==> config.mk <==
export PLATFORM = sky130hd
export DESIGN_NAME = residency_level_policy
export DESIGN_NICKNAME = d
export VERILOG_FILES = /design/src/sv/rlp_pkg.sv /design/src/sv/residency_level_policy.sv
export SDC_FILE = /design/constraint.sdc
export NUM_CORES = 1
export LEC_CHECK = 0
export BUFFER_PORTS_ARGS = -buffer_cell sky130_fd_sc_hd__buf_2
export CELL_PAD_IN_SITES_DETAIL_PLACEMENT = 0
export CELL_PAD_IN_SITES_GLOBAL_PLACEMENT = 2
export CORE_ASPECT_RATIO = 1.75
export CORE_UTILIZATION = 39
export DETAILED_ROUTE_END_ITERATION = 10
export PLACE_DENSITY_LB_ADDON = 0.1
export SETUP_SLACK_MARGIN = 0.05
export SLEW_MARGIN = 15
export SYNTH_ARGS = -nofsm -noshare
export SYNTH_HDL_FRONTEND = slang
export SYNTH_SLANG_ARGS = --single-unit
export TNS_END_PERCENT = 30
==> constraint.sdc <==
create_clock -name clk -period 9.2 [get_ports clk]
set_clock_uncertainty 0.05 [all_clocks]
set_input_delay 1.84 -clock clk [delete_from_list [all_inputs] [get_ports clk]]
set_output_delay 1.84 -clock clk [all_outputs]
set_load 0.01 [all_outputs]
==> src/sv/rlp_pkg.sv <==
// rlp_pkg: shared types and constants for the residency level policy block
// level and action codes, configuration register indexes, stream widths
// no dependencies
`timescale 1ns / 1ps
`default_nettype none

package rlp_pkg;

  localparam int TIME_WIDTH_DEF = 32;
  localparam int NOW_W          = 32;
  localparam int DELAY_W        = 32;
  localparam int CFG_IDX_W      = 3;
  localparam int CFG_DATA_W     = 32;
  localparam int IN_DATA_W      = 40;
  localparam int OUT_DATA_W     = 16;

  typedef enum logic [1:0] {
    LVL_COLD = 2'd0,
    LVL_WARM = 2'd1,
    LVL_HOT  = 2'd2
  } level_t;

  typedef enum logic [1:0] {
    ACT_NONE    = 2'd0,
    ACT_PRELOAD = 2'd1,
    ACT_RELEASE = 2'd2
  } action_t;

  typedef enum logic [CFG_IDX_W-1:0] {
    CFG_PRESSURE_TO_COLD = 3'd0,
    CFG_COLD_TO_WARM     = 3'd1,
    CFG_WARM_TO_HOT      = 3'd2,
    CFG_INTERACTION_HOLD = 3'd3,
    CFG_INITIAL_LEVEL    = 3'd4
  } cfg_idx_t;

endpackage

`default_nettype wire

==> src/sv/residency_level_policy.sv <==
// residency_level_policy: background and effective residency level policy
// depends on rlp_pkg
//
// channel  dir  handshake                 payload
// s        in   s_tvalid / s_tready       s_tdata: event time and condition flags
// m        out  m_tvalid / m_tready       m_tdata: levels, action, status flags
// cfg      in   cfg_valid / cfg_ready     cfg_index, cfg_data
//
// one item per cycle sustained while m_tready is high; an item passes through the
// input register, then the result register, with all policy logic in between
// reset clears the timers, levels, configuration and both stage valids
// a stalled result holds in the result register while the input register can
// still take one more item; cfg_ready is always high
`timescale 1ns / 1ps
`default_nettype none

module residency_level_policy #(
  parameter int TIME_WIDTH = rlp_pkg::TIME_WIDTH_DEF
) (
  input  wire logic                             clk,
  input  wire logic                             rst,
  // now_time[31:0], memory_pressure, fullscreen_active, energy_saver,
  // user_interaction, ui_visible, ui_pinned, resources_loaded, preload_allowed
  input  wire logic [rlp_pkg::IN_DATA_W-1:0]    s_tdata,
  input  wire logic                             s_tvalid,
  output logic                                  s_tready,
  // prev_level[1:0], level[1:0], background_level[1:0], action[1:0],
  // level_changed, background_changed, pinned, release_deferred, zero pad
  output logic [rlp_pkg::OUT_DATA_W-1:0]        m_tdata,
  output logic                                  m_tvalid,
  input  wire logic                             m_tready,
  input  wire logic                             cfg_valid,
  output logic                                  cfg_ready,
  input  wire logic [rlp_pkg::CFG_IDX_W-1:0]    cfg_index,
  input  wire logic [rlp_pkg::CFG_DATA_W-1:0]   cfg_data
);
  import rlp_pkg::*;

  localparam int TW = TIME_WIDTH;
  localparam int CW = (TW > DELAY_W) ? TW : DELAY_W;

  // configuration
  logic [DELAY_W-1:0] pressure_to_cold_delay;
  logic [DELAY_W-1:0] cold_to_warm_delay;
  logic [DELAY_W-1:0] warm_to_hot_delay;
  logic [DELAY_W-1:0] interaction_hold;
  logic [1:0]         initial_residency;

  // policy state
  logic          started;
  logic [TW-1:0] last_time;
  level_t        background_reg;
  level_t        effective_reg;
  logic          pressure_valid;
  logic [TW-1:0] pressure_start;
  logic          healthy_valid;
  logic [TW-1:0] healthy_start;
  logic          preload_valid;
  logic [TW-1:0] preload_start;
  logic          hold_valid;
  logic [TW-1:0] hold_deadline;

  // input register
  logic             in_valid;
  logic [NOW_W-1:0] in_now;
  logic             in_mem;
  logic             in_full;
  logic             in_saver;
  logic             in_inter;
  logic             in_vis;
  logic             in_pin;
  logic             in_loaded;
  logic             in_preload;

  // result register
  logic                  out_valid;
  logic [OUT_DATA_W-1:0] out_data;

  logic advance;
  logic in_take;

  // next state
  logic          started_next;
  level_t        background_next;
  level_t        effective_next;
  logic          pressure_valid_next;
  logic [TW-1:0] pressure_start_next;
  logic          healthy_valid_next;
  logic [TW-1:0] healthy_start_next;
  logic          preload_valid_next;
  logic [TW-1:0] preload_start_next;
  logic          hold_valid_next;
  logic [TW-1:0] hold_deadline_next;
  logic [OUT_DATA_W-1:0] out_data_next;

  function automatic logic elapsed(input logic [TW-1:0] now_t,
                                   input logic [TW-1:0] since,
                                   input logic [DELAY_W-1:0] delay);
    logic [TW-1:0] diff;
    diff = now_t - since;
    return (delay == '0) || (CW'(diff) >= CW'(delay));
  endfunction

  assign advance   = in_valid && (!out_valid || m_tready);
  assign s_tready  = !in_valid || advance;
  assign in_take   = s_tvalid && s_tready;
  assign m_tvalid  = out_valid;
  assign m_tdata   = out_data;
  assign cfg_ready = 1'b1;

  always_comb begin
    logic [TW-1:0] now_t;
    logic [TW-1:0] room;
    logic          press;
    logic          held;
    logic          pinned;
    logic          demand;
    level_t        init;
    level_t        bg;
    level_t        prev_bg;
    level_t        prev_eff;
    level_t        eff;
    action_t       act;

    now_t = TW'(in_now);
    press = in_mem || in_full || in_saver;
    init  = (initial_residency > 2'(LVL_HOT)) ? LVL_HOT : level_t'(initial_residency);

    started_next        = started;
    bg                  = background_reg;
    effective_next      = effective_reg;
    pressure_valid_next = pressure_valid;
    pressure_start_next = pressure_start;
    healthy_valid_next  = healthy_valid;
    healthy_start_next  = healthy_start;
    preload_valid_next  = preload_valid;
    preload_start_next  = preload_start;
    hold_valid_next     = hold_valid;
    hold_deadline_next  = hold_deadline;

    // first event or backward time step
    if (!started || (now_t < last_time)) begin
      if (!started) begin
        bg             = init;
        effective_next = init;
        started_next   = 1'b1;
      end else begin
        pressure_valid_next = 1'b0;
        healthy_valid_next  = 1'b0;
        preload_valid_next  = 1'b0;
        hold_valid_next     = 1'b0;
      end
      if (press) begin
        pressure_valid_next = 1'b1;
        pressure_start_next = now_t;
      end else begin
        healthy_valid_next = 1'b1;
        healthy_start_next = now_t;
      end
    end

    prev_bg  = bg;
    prev_eff = effective_next;

    // background level
    if (press) begin
      healthy_valid_next = 1'b0;
      preload_valid_next = 1'b0;
      if (!pressure_valid_next) begin
        pressure_valid_next = 1'b1;
        pressure_start_next = now_t;
      end
      if (in_mem || elapsed(now_t, pressure_start_next, pressure_to_cold_delay)) begin
        if (bg != LVL_COLD) begin
          bg                 = LVL_COLD;
          preload_valid_next = 1'b0;
        end
      end
    end else begin
      if (pressure_valid_next) begin
        pressure_valid_next = 1'b0;
        healthy_valid_next  = 1'b1;
        healthy_start_next  = now_t;
        preload_valid_next  = 1'b0;
      end else if (!healthy_valid_next) begin
        healthy_valid_next = 1'b1;
        healthy_start_next = now_t;
      end
      case (bg)
        LVL_COLD: begin
          if (elapsed(now_t, healthy_start_next, cold_to_warm_delay)) begin
            bg                 = LVL_WARM;
            preload_valid_next = 1'b0;
            if (in_preload) begin
              preload_valid_next = 1'b1;
              preload_start_next = now_t;
            end
          end
        end
        LVL_HOT: begin
          if (!in_preload && !in_loaded) begin
            bg                 = LVL_WARM;
            preload_valid_next = 1'b0;
          end
        end
        default: begin
          if (!in_preload) begin
            preload_valid_next = 1'b0;
          end else begin
            if (!preload_valid_next) begin
              preload_valid_next = 1'b1;
              preload_start_next = now_t;
            end
            if (elapsed(now_t, preload_start_next, warm_to_hot_delay)) begin
              bg                 = LVL_HOT;
              preload_valid_next = 1'b0;
            end
          end
        end
      endcase
    end
    background_next = bg;

    // interaction hold, deadline saturates at the top of the time range
    room = '1 - now_t;
    if (in_inter) begin
      hold_valid_next = 1'b1;
      if (CW'(interaction_hold) >= CW'(room)) begin
        hold_deadline_next = '1;
      end else begin
        hold_deadline_next = now_t + TW'(interaction_hold);
      end
    end
    held = in_inter || (hold_valid_next && (now_t < hold_deadline_next));
    if (!held) begin
      hold_valid_next = 1'b0;
    end

    pinned = in_vis || in_pin;
    demand = pinned || held;
    eff    = demand ? LVL_HOT : bg;
    effective_next = eff;

    act = ACT_NONE;
    if ((eff == LVL_HOT) && !in_loaded) begin
      if (demand || (in_preload && !press)) begin
        act = ACT_PRELOAD;
      end
    end else if ((eff != LVL_HOT) && in_loaded) begin
      act = ACT_RELEASE;
    end

    out_data_next = {4'b0000,
                     demand && (bg != LVL_HOT),
                     pinned,
                     bg != prev_bg,
                     eff != prev_eff,
                     act,
                     bg,
                     eff,
                     prev_eff};
  end

  // configuration writes
  always_ff @(posedge clk) begin
    if (rst) begin
      pressure_to_cold_delay <= '0;
      cold_to_warm_delay     <= '0;
      warm_to_hot_delay      <= '0;
      interaction_hold       <= '0;
      initial_residency      <= '0;
    end else if (cfg_valid && cfg_ready) begin
      case (cfg_idx_t'(cfg_index))
        CFG_PRESSURE_TO_COLD: pressure_to_cold_delay <= cfg_data;
        CFG_COLD_TO_WARM:     cold_to_warm_delay     <= cfg_data;
        CFG_WARM_TO_HOT:      warm_to_hot_delay      <= cfg_data;
        CFG_INTERACTION_HOLD: interaction_hold       <= cfg_data;
        CFG_INITIAL_LEVEL:    initial_residency      <= cfg_data[1:0];
        default: ;
      endcase
    end
  end

  // input register
  always_ff @(posedge clk) begin
    if (rst) begin
      in_valid <= 1'b0;
    end else if (in_take) begin
      in_valid <= 1'b1;
    end else if (advance) begin
      in_valid <= 1'b0;
    end
  end

  always_ff @(posedge clk) begin
    if (in_take) begin
      in_now     <= s_tdata[NOW_W-1:0];
      in_mem     <= s_tdata[NOW_W];
      in_full    <= s_tdata[NOW_W+1];
      in_saver   <= s_tdata[NOW_W+2];
      in_inter   <= s_tdata[NOW_W+3];
      in_vis     <= s_tdata[NOW_W+4];
      in_pin     <= s_tdata[NOW_W+5];
      in_loaded  <= s_tdata[NOW_W+6];
      in_preload <= s_tdata[NOW_W+7];
    end
  end

  // policy state
  always_ff @(posedge clk) begin
    if (rst) begin
      started        <= 1'b0;
      last_time      <= '0;
      background_reg <= LVL_COLD;
      effective_reg  <= LVL_COLD;
      pressure_valid <= 1'b0;
      pressure_start <= '0;
      healthy_valid  <= 1'b0;
      healthy_start  <= '0;
      preload_valid  <= 1'b0;
      preload_start  <= '0;
      hold_valid     <= 1'b0;
      hold_deadline  <= '0;
    end else if (advance) begin
      started        <= started_next;
      last_time      <= TW'(in_now);
      background_reg <= background_next;
      effective_reg  <= effective_next;
      pressure_valid <= pressure_valid_next;
      pressure_start <= pressure_start_next;
      healthy_valid  <= healthy_valid_next;
      healthy_start  <= healthy_start_next;
      preload_valid  <= preload_valid_next;
      preload_start  <= preload_start_next;
      hold_valid     <= hold_valid_next;
      hold_deadline  <= hold_deadline_next;
    end
  end

  // result register
  always_ff @(posedge clk) begin
    if (rst) begin
      out_valid <= 1'b0;
    end else if (advance) begin
      out_valid <= 1'b1;
    end else if (m_tready) begin
      out_valid <= 1'b0;
    end
  end

  always_ff @(posedge clk) begin
    if (advance) begin
      out_data <= out_data_next;
    end
  end

  a_changed_flag: assert property (@(posedge clk) disable iff (rst)
    out_valid |-> (out_data[8] == (out_data[3:2] != out_data[1:0])))
    else $error("level_changed disagrees with levels");

  a_preload_hot: assert property (@(posedge clk) disable iff (rst)
    (out_valid && (out_data[7:6] == ACT_PRELOAD)) |-> (out_data[3:2] == LVL_HOT))
    else $error("preload action without hot level");

  a_deferred: assert property (@(posedge clk) disable iff (rst)
    (out_valid && out_data[11]) |->
      ((out_data[3:2] == LVL_HOT) && (out_data[5:4] != LVL_HOT)))
    else $error("release deferred with inconsistent levels");

  a_eff_tracks: assert property (@(posedge clk) disable iff (rst)
    advance |=> (started && (out_data[3:2] == effective_reg)
                 && (out_data[5:4] == background_reg)))
    else $error("stored levels differ from delivered levels");

endmodule

`default_nettype wire
==> summary.txt, run 1 <==
Run status
  – Outcome: completed

Run
  – Max-cap violations: 0

Finish
  – Non-filler cells, final: between 3000 and 4000
  – Filler cell count: ~6000
  – # diodes: 0
  – Final std cell area, no fill: 0.0261 mm^2
  – P&R area growth vs syn: 13.4%
  – Final net count: 3250
  – Ratio of cells with drive above 1 in the final layout: about a tenth

Setup path
  – CP max stage cell: mux2i_1
  – Crit path top cell by count: a21oi_1
  – Crit path kind: flop to flop
  – Crit-path max FO: 8
  – Worst EP required: around 9.6 ns
  – CP startpoint kind: flop
  – Worst stage delay on the critical path: ~0.4 ns
  – CP arrival: 8.92 ns
  – Setup crit end kind: flop

Drt
  – Met3 Wirelength: a little over 2000 um
  – DRC: 0
  – Met2 wire len: approximately 40000 um
  – Routed Antenna Nets: 0
  – First-pass detailed-route iteration total: 5
  – Metal1 wirelength: between 30000 and 40000 um
  – Final WL: ~75000 um
  – Top sig layer: met4
  – Via count: a little under 20000
  – Drt initial violations: approximately 1100
  – Routed WL per cell: around 20 um
  – Routed vias/inst: ~5.4

CTS
  – Clock transition at path regs: roughly 0.070 ns
  – CTS tree: yes
  – CTS buffer count: 40
  – Clk Latency, worst-skew pair: roughly 0.58 ns
  – Sinks on Clock Net: roughly 350
  – Max Buffers Root-to-Sink: 3
  – Root Buffer: clkbuf_16
  – H-tree levels: 2

Place
  – DP Area: 0.0246 mm^2
  – Final GP Congestion: between 0.8 and 0.9
  – DP HPWL: between 50000 and 60000 um
  – Placed Cells: between 3000 and 4000
  – IO Port Bufs: a little over 90

Synthesis
  – Post-Syn Area: about 0.023 mm^2
  – FF+latch count, synth: ~350
  – EDFF count, synth: 52
  – Avg Synthesized Cell Area: approximately 8.2 um^2
  – Synth Instances: ~2800
  – Main synth FF type: dfxtp_1
  – Yosys warnings: 0
  – Largest area contributor in the netlist: dfxtp_1
  – Synth top area share: around a quarter
  – FFs w/ async S/R, synth: 0%
  – Most frequent cell after synthesis: nand2_1
  – Commonest cells in the netlist: nand2_1, a21oi_1, dfxtp_1
  – Netlist cell types: 74
  – Ranking of synthesized cells by area: dfxtp_1, ha_1, a21oi_1, nand2_1, edfxtp_1
  – Sequential area share after synthesis: between 30% and 40%

STA
  – Setup TNS Final: 0 ns
  – FMAX: 117 MHz
  – Period utilization: around 93%
  – Fin. Hold Viols: 0
  – Least-Margin Pin Slew: around 1.2 ns
  – Final setup vio count: 0
  – Slew margin rel.: around a fifth
  – Unrepaired setup endpoints after global routing: false
  – Max Slew Vio Count: 0
  – Minimum clock period: 8.54 ns

Floorplan
  – Core area: 0.0583 mm^2
  – Starting density of the core: roughly two fifths
  – Die Wd: approximately 190 um
  – Die area: ~0.06 mm^2
  – Core Rows: 117
  – I/O pins: 99
  – Die Y: between 300 and 400 um

Global route
  – Antenna violations before repair: 2
  – GRT Total Usage: roughly 25%
  – Vias in the first global route: 19600
  – First-pass GRT wire length: ~110000 um
  – Largest net degree at the start of global routing: 98
  – Overflow after GRT: 0

Pwr
  – Power Dens Cells: approximately 170 mW/mm^2
  – Leakage: 11.0 nW
  – Max rail drop VDD: 0.127 mV

Worst hold path
  – HP Class: flop to flop
## path summary, 6_finish.rpt
kind	startpoint	endpoint	slack, ns	depth (start not counted)
setup / recovery	in_now[25]	m_tdata[8]	0.66	35
hold / removal	pressure_start[12]	pressure_start[12]	0.40	2
setup reg to reg	in_now[25]	m_tdata[8]	0.66	35
hold reg to reg	pressure_start[12]	pressure_start[12]	0.40	2
## what timing repair did
| item | CTS | global route |
|---|---|---|
| gates resized for setup | 1 | 8 |
| gates cloned | 0 | 0 |
| hold buffers | 0 | 0 |
| endpoints found under the hold margin | 0 | 0 |
| endpoints found under the setup margin | 2 | 10 |
| pin swaps | 0 | 1 |
| buffers inserted | 0 | 2 |
## layer usage
metal,vias to the layer above,global-route usage (%)
li1,9995,-
met1,9447,28.8
met2,346,48.5
met3,99,2.76
met4,0,7.76
met5,-,0
## where the power goes
group	internal, W	switching [W]	leakage [nW]
clock	0.00109	0.000710	0.717
combinational	0.000431	0.000611	7.37
sequential	0.00162	0.0000334	2.94
## final cells by class
| type | count | area [um^2] | area share [%] |
|---|---|---|---|
| Tap cell | 773 | 967 | 3.71 |
| Inverter | 173 | 649 | 2.49 |
| Clock buffer | 53 | 1170 | 4.49 |
| Multi-Input combinational cell | 2148 | 14400 | 55.2 |
| Clock inverter | 19 | 287 | 1.10 |
| Timing Repair Buffer | 166 | 1030 | 3.97 |
| Sequential cell | 353 | 7590 | 29.1 |
## cells in the final DEF, fill, tap and decap left out, drive strengths merged, types with 28 or more instances in the layout
| cell | n |
|---|---|
| nor2 | 212 |
| xnor2 | 86 |
| nand2 | 427 |
| buf | 165 |
| inv | 176 |
| edfxtp | 52 |
| a211oi | 49 |
| o22ai | 32 |
| nand2b | 28 |
| xor2 | 31 |
| dfxtp | 301 |
| a21oi | 326 |
| nor3 | 30 |
| ha | 284 |
| a21o | 99 |
| nand4 | 33 |
| nor2b | 34 |
| nand3 | 31 |
| mux2i | 125 |
| clkbuf | 54 |
| o21ai | 115 |
## critical path, delay by kind of cell (launching register included)
kind	cells	cell delay (ns)
AO/OA/AOI/OAI	21	4.74
AND/OR/NAND/NOR	6	1.19
adder cells (fa/ha/maj)	3	0.92
multiplexers	2	0.65
flip-flops	1	0.39
buffers and inverters	2	0.37
XOR/XNOR	1	0.11
## cells by family after synthesis
logic type / after synthesis / share of synthesized area [%]
other: 2 / 0.0327
adders and majority gates: 288 / 15.8
DFF: 353 / 33.0
and+or+nand+nor: 877 / 16.8
AOI/OAI and AO/OA: 734 / 19.5
buffers and inverters: 294 / 4.90
xor gates and xnor gates: 117 / 4.46
muxes: 127 / 5.54
## per-stage QoR
stage	utilization, %	worst slack, ns	hold WS (ns)	power, W
floorplan	-	1.46	0.374	0.00241
global placement	42.2	-0.0875	0.385	0.00271
detailed placement	42.2	-0.0573	0.392	0.00273
CTS	44.7	0.148	0.406	0.00456
global route	44.8	0.0545	0.417	0.00474
finish	44.8	0.660	0.402	0.00450
No activity file was read; power rests on OpenSTA's default activity.
==> run 2: changes to the inputs <==
--- a/config.mk
+++ b/config.mk
@@ -5,12 +5,12 @@
 export SDC_FILE = /design/constraint.sdc
 export NUM_CORES = 1
 export LEC_CHECK = 0
-export BUFFER_PORTS_ARGS = -buffer_cell sky130_fd_sc_hd__buf_2
 export CELL_PAD_IN_SITES_DETAIL_PLACEMENT = 0
 export CELL_PAD_IN_SITES_GLOBAL_PLACEMENT = 2
 export CORE_ASPECT_RATIO = 1.75
-export CORE_UTILIZATION = 39
+export CORE_UTILIZATION = 40
 export DETAILED_ROUTE_END_ITERATION = 10
+export DONT_BUFFER_PORTS = 1
 export PLACE_DENSITY_LB_ADDON = 0.1
 export SETUP_SLACK_MARGIN = 0.05
 export SLEW_MARGIN = 15
==> run 2 against run 1 <==
Net effect: critical path type unchanged; total power shrank 2.4%; clock power about the same; first-iteration DRC count shrank 18%; non-clock buffer count is 97 lower; routed wire length shrank 4.1%; count of clock-buffer cells in the layout fell by 3; via count shrank 2.4%; largest power group unchanged.
==> summary.txt, run 2 (synthesis results as in run 1) <==
Setup path
  – Crit-path max FO: 7
  – CP max stage cell: edfxtp_1
  – Setup crit end kind: flop
  – Worst stage delay on the critical path: just under 0.4 ns
  – Crit path kind: flop to flop
  – CP arrival: around 8.8 ns
  – Worst EP required: 9.57 ns
  – CP startpoint kind: flop

CTS
  – Sinks on Clock Net: ~350
  – Post-CTS Resized: 0
  – Max Buffers Root-to-Sink: 3
  – Clk Latency, worst-skew pair: roughly 0.58 ns
  – CTS buffer count: 40
  – CTS tree: yes
  – CTS Hold Bufs: 0
  – Post-CTS Setup Inserts: 0
  – Clock transition at path regs: ~0.07 ns
  – H-tree levels: 2
  – Root Buffer: clkbuf_16

STA
  – Slew margin rel.: between 20% and 30%
  – Final setup vio count: 0
  – Least-Margin Pin Slew: between 1 and 1.5 ns
  – Fin. Hold Viols: 0
  – Minimum clock period: about 8.4 ns
  – Setup TNS Final: 0 ns
  – Worst setup margin: just under 0.8 ns
  – Max Slew Vio Count: 0
  – Period utilization: between 90% and 100%
  – Unrepaired setup endpoints after global routing: false
  – FMAX: 119 MHz

Floorplan
  – Die Wd: 183 um
  – Die area: a little under 0.06 mm^2
  – Core area: 0.0565 mm^2
  – Starting density of the core: 40.7%
  – I/O pins: 99
  – Core Rows: about 120
  – Die Y: around 320 um

Pwr
  – Max rail drop VDD: between 0.1 and 0.15 mV
  – Total power: approximately 0.0044 W
  – Power Dens Cells: between 150 and 200 mW/mm^2
  – Leakage: 10.6 nW

Global route
  – Vias in the first global route: around 19000
  – Gr busiest metal: met2
  – Met1 Resource Use GR: a little over a quarter
  – Antenna violations before repair: 3
  – Met2 usage: between 40% and 50%
  – Largest net degree at the start of global routing: around 260
  – First-pass GRT wire length: 110000 um
  – Overflow after GRT: 0
  – Grt met3 use: between 4 and 5%
  – GRT Total Usage: 24.8%

Place
  – DP HPWL: approximately 55000 um
  – Place WS: ~0.54 ns
  – Final GP Congestion: ~0.86
  – IO Port Bufs: 0

Drt
  – Routed Antenna Nets: 0
  – Drt initial violations: just under 900
  – Via count: ~19000
  – Routed vias/inst: 5.43
  – First-pass detailed-route iteration total: 5
  – DRC: 0
  – Final WL: 72100 um
  – Routed WL per cell: slightly above 20 um

Finish
  – Most frequent cells in the layout: nand2_1, a21oi_1, dfxtp_1
  – Ratio of cells with drive above 1 in the final layout: under 10%
  – P&R area growth vs syn: 10.9%
  – Commonest non-fill, non-tap cell in the layout: nand2_1
  – Final net count: approximately 3200
  – Share of the core filled with cells: around 45%

Run status
  – Outcome: completed

Worst hold path
  – HP Class: flop to flop

Run
  – Max-cap violations: 0
[run 2: cell types whose count changed in the layout (fill, tap and decap cells not counted), sizes merged]
cell,change
inv,-1
buf,-96
diode,+1
clkinv,+2
clkbuf,-4
bufinv,+1
clkinvlp,+1
[run 2: final cells by class]
class                      instances  area (um^2)
fill                            5691        31000
sequential                       353         7590
antenna                            1         2.50
inverter                         173          649
clock inverter                    22          327
multi-input combinational       2148        14400
timing repair buffer              69          531
tap                              760          951
clock buffer                      50         1090
[run 2: report_power, final]
part	internal, W	switching (W)	total [W]
logic	0.000411	0.000550	0.000961
clock network	0.00107	0.000706	0.00177
registers	0.00162	0.0000341	0.00165
[run 2: per-layer routing]
metal,vias up,wire length (um)
li1,9801,-
met1,9116,28300
met2,364,37100
met3,134,3290
met4,2,3380
met5,-,17
[run 2: worst paths after layout]
| check | startpoint | end | slack (ns) | cells past startpoint |
|---|---|---|---|---|
| max reg2reg | in_now[25] | m_tdata[8] | 0.79 | 36 |
| min | last_time[22] | last_time[22] | 0.40 | 2 |
| max | in_now[25] | m_tdata[8] | 0.79 | 36 |
| min reg2reg | last_time[22] | last_time[22] | 0.40 | 2 |
[run 2: per-stage QoR]
step	instances	hold WS, ns	area (um^2)
6_report	3576	0.399	25500
4_1_cts	3575	0.401	25500
5_1_grt	3576	0.411	25500
2_1_floorplan	2795	0.374	23000
3_3_place_gp	3503	0.385	24100
3_5_place_dp	3503	0.392	24100
[run 2: worst max-delay path: cells and delay by family (launching register included)]
kind | cells | cell delay (ns)
mux | 2 | 0.56
simple gates | 6 | 1.22
fa+ha+maj | 3 | 0.93
buf+inv | 3 | 0.59
xor+xnor | 1 | 0.10
compound gates | 21 | 4.40
flops | 1 | 0.39
==> run 3: changes to the inputs <==
--- a/config.mk
+++ b/config.mk
@@ -11,7 +11,7 @@
 export CORE_UTILIZATION = 40
 export DETAILED_ROUTE_END_ITERATION = 10
 export DONT_BUFFER_PORTS = 1
-export PLACE_DENSITY_LB_ADDON = 0.1
+export PLACE_DENSITY = 0.82
 export SETUP_SLACK_MARGIN = 0.05
 export SLEW_MARGIN = 15
 export SYNTH_ARGS = -nofsm -noshare
==> run 3 against run 2 <==
Net effect: fmax is 0.69% lower; non-clock buffer count fell by 3; global-route usage grew 0.40 points; worst setup slack lost 0.059 ns; count of clock-buffer cells in the layout increased by 2; via count grew 0.34%; register-to-register slack worse by 0.06 ns; total power is 3.1% lower; critical path depth up 3; clock power fell by 8%; sequential share of layout area rose by 0.18 points; hold slack improved by 0.0032 ns; highest routed layer unchanged.
==> summary.txt, run 3 (synthesis results as in run 1) <==
Run status
  – Outcome: completed

Finish
  – P&R area growth vs syn: 10.2%
  – Ratio of cells with drive above 1 in the final layout: 6.01%
  – Commonest non-fill, non-tap cell in the layout: nand2_1
  – Final net count: between 3000 and 4000
  – Share of the core filled with cells: between 40% and 50%
  – Most frequent cells in the layout: nand2_1, a21oi_1, dfxtp_1
  – Final std cell area, no fill: around 0.025 mm^2

Drt
  – Metal1 wirelength: 28600 um
  – Met2 wire len: just under 40000 um
  – Via count: 19500
  – Top sig layer: met5
  – Routed WL per cell: 20.5 um
  – DRC: 0
  – Met3 Wirelength: 2940 um
  – Routed Antenna Nets: 0
  – Drt initial violations: ~990
  – Routed vias/inst: between 5 and 6
  – Final WL: between 70000 and 80000 um
  – First-pass detailed-route iteration total: 7

Setup path
  – Worst r2r src: in_now[25]
  – R2r endpoint: preload_start[2]
  – Crit path top cell by count: a21oi_1
  – Crit. Startpoint: in_now[25]
  – CP startpoint kind: flop
  – Setup crit end kind: flop
  – Crit-path max FO: 27
  – Worst stage delay on the critical path: ~0.43 ns
  – Crit path kind: flop to flop
  – Crit path to: preload_start[2]
  – Worst EP required: about 9.6 ns
  – Reg2Reg Setup Slack: ~0.74 ns
  – CP arrival: between 8 and 9 ns
  – Path depth of the worst reg2reg path: 39
  – CP max stage cell: fa_1

STA
  – Least-Margin Pin Slew: 1.07 ns
  – Slew margin rel.: between 20% and 30%
  – Period utilization: 92.0%
  – Unrepaired setup endpoints after global routing: false
  – FMAX: between 100 and 150 MHz
  – Max Slew Vio Count: 0
  – Minimum clock period: between 8 and 9 ns
  – Setup TNS Final: 0 ns
  – Final setup vio count: 0
  – Fin. Hold Viols: 0

Global route
  – Vias in the first global route: a little under 20000
  – Antenna violations before repair: 1
  – Overflow after GRT: 0
  – First-pass GRT wire length: roughly 110000 um
  – Largest net degree at the start of global routing: between 200 and 300
  – GRT Total Usage: approximately 25%

Place
  – Final GP Congestion: a little under 0.9
  – DP HPWL: ~56000 um
  – IO Port Bufs: 0
  – DP Area: 0.0240 mm^2

Floorplan
  – Starting density of the core: between 40% and 50%
  – Die area: 0.0585 mm^2
  – Die Wd: roughly 180 um
  – Core area: roughly 0.057 mm^2
  – Die Y: approximately 320 um
  – I/O pins: 99
  – Core Rows: about 120

CTS
  – CTS Hold Bufs: 0
  – Max Buffers Root-to-Sink: 3
  – Clk Latency, worst-skew pair: 0.57 ns
  – Clock transition at path regs: roughly 0.06 ns
  – Root Buffer: clkbuf_16
  – CTS tree: yes
  – CTS buffer count: 39
  – Sinks on Clock Net: 353
  – H-tree levels: 2

Pwr
  – Power Dens Cells: ~170 mW/mm^2
  – Max rail drop VDD: roughly 0.15 mV
  – Leakage: about 11 nW

Worst hold path
  – HP Class: flop to flop

Run
  – Max-cap violations: 0
==> run 3: cell count changes in the layout (fill, tap and decap cells not counted), sizes merged <==
cell	change
clkbuf	+2
inv	-1
clkinv	+3
buf	-3
diode	+2
clkinvlp	-2
bufinv	-4
==> run 3: layout make-up <==
type	instances	area, um^2
Fill cell	5722	31200
Multi-Input combinational cell	2148	14400
Sequential cell	353	7590
Clock buffer	52	1080
Tap cell	760	951
Inverter	173	649
Timing Repair Buffer	66	508
Clock inverter	18	205
Antenna cell	3	7.51
==> run 3: worst min path at each step <==
stage,start,endpoint,slack (ns),depth (start not counted)
finish,pressure_start[9],pressure_start[9],0.40,2
global route,last_time[22],last_time[22],0.42,2
CTS,last_time[22],last_time[22],0.40,2
detailed placement,last_time[22],last_time[22],0.39,2
global placement,pressure_start[28],pressure_start[28],0.38,2
floorplan,pressure_start[10],pressure_start[10],0.37,2
==> run 3: repair_timing <==
action,CTS,global route
setup endpoints to repair,0,28
setup buffers,0,1
gates resized for setup,0,3
==> run 3: power by group <==
group,internal [W],switching [W]
Sequential,0.00162,0.0000345
Clock,0.000937,0.000681
Combinational,0.000414,0.000567
Total,0.00297,0.00128
==> run 3: layer usage <==
metal  vias to the layer above  track usage, %
li1                       9798               -
met1                      9223            27.3
met2                       343            48.1
met3                       117            3.75
met4                         2            9.96
met5                         -               0
==> run 3: stage by stage <==
step                      hold WS, ns  instances  worst slack, ns  power, W
after global routing            0.416       3570            0.134   0.00448
after CTS                       0.399       3569            0.582   0.00430
final                           0.402       3573            0.735   0.00425
after detailed placement        0.391       3499            0.675   0.00267
after global placement          0.384       3499            0.674   0.00265
after floorplan                 0.374       2795             1.46   0.00241
==> run 3: critical path, delay by kind of cell (launching register included) <==
family | cells | cell delay, ns
compound gates | 19 | 4.25
xor+xnor | 1 | 0.09
fa+ha+maj | 4 | 1.22
buf+inv | 5 | 0.76
flops | 1 | 0.39
mux | 1 | 0.18
simple gates | 9 | 1.37
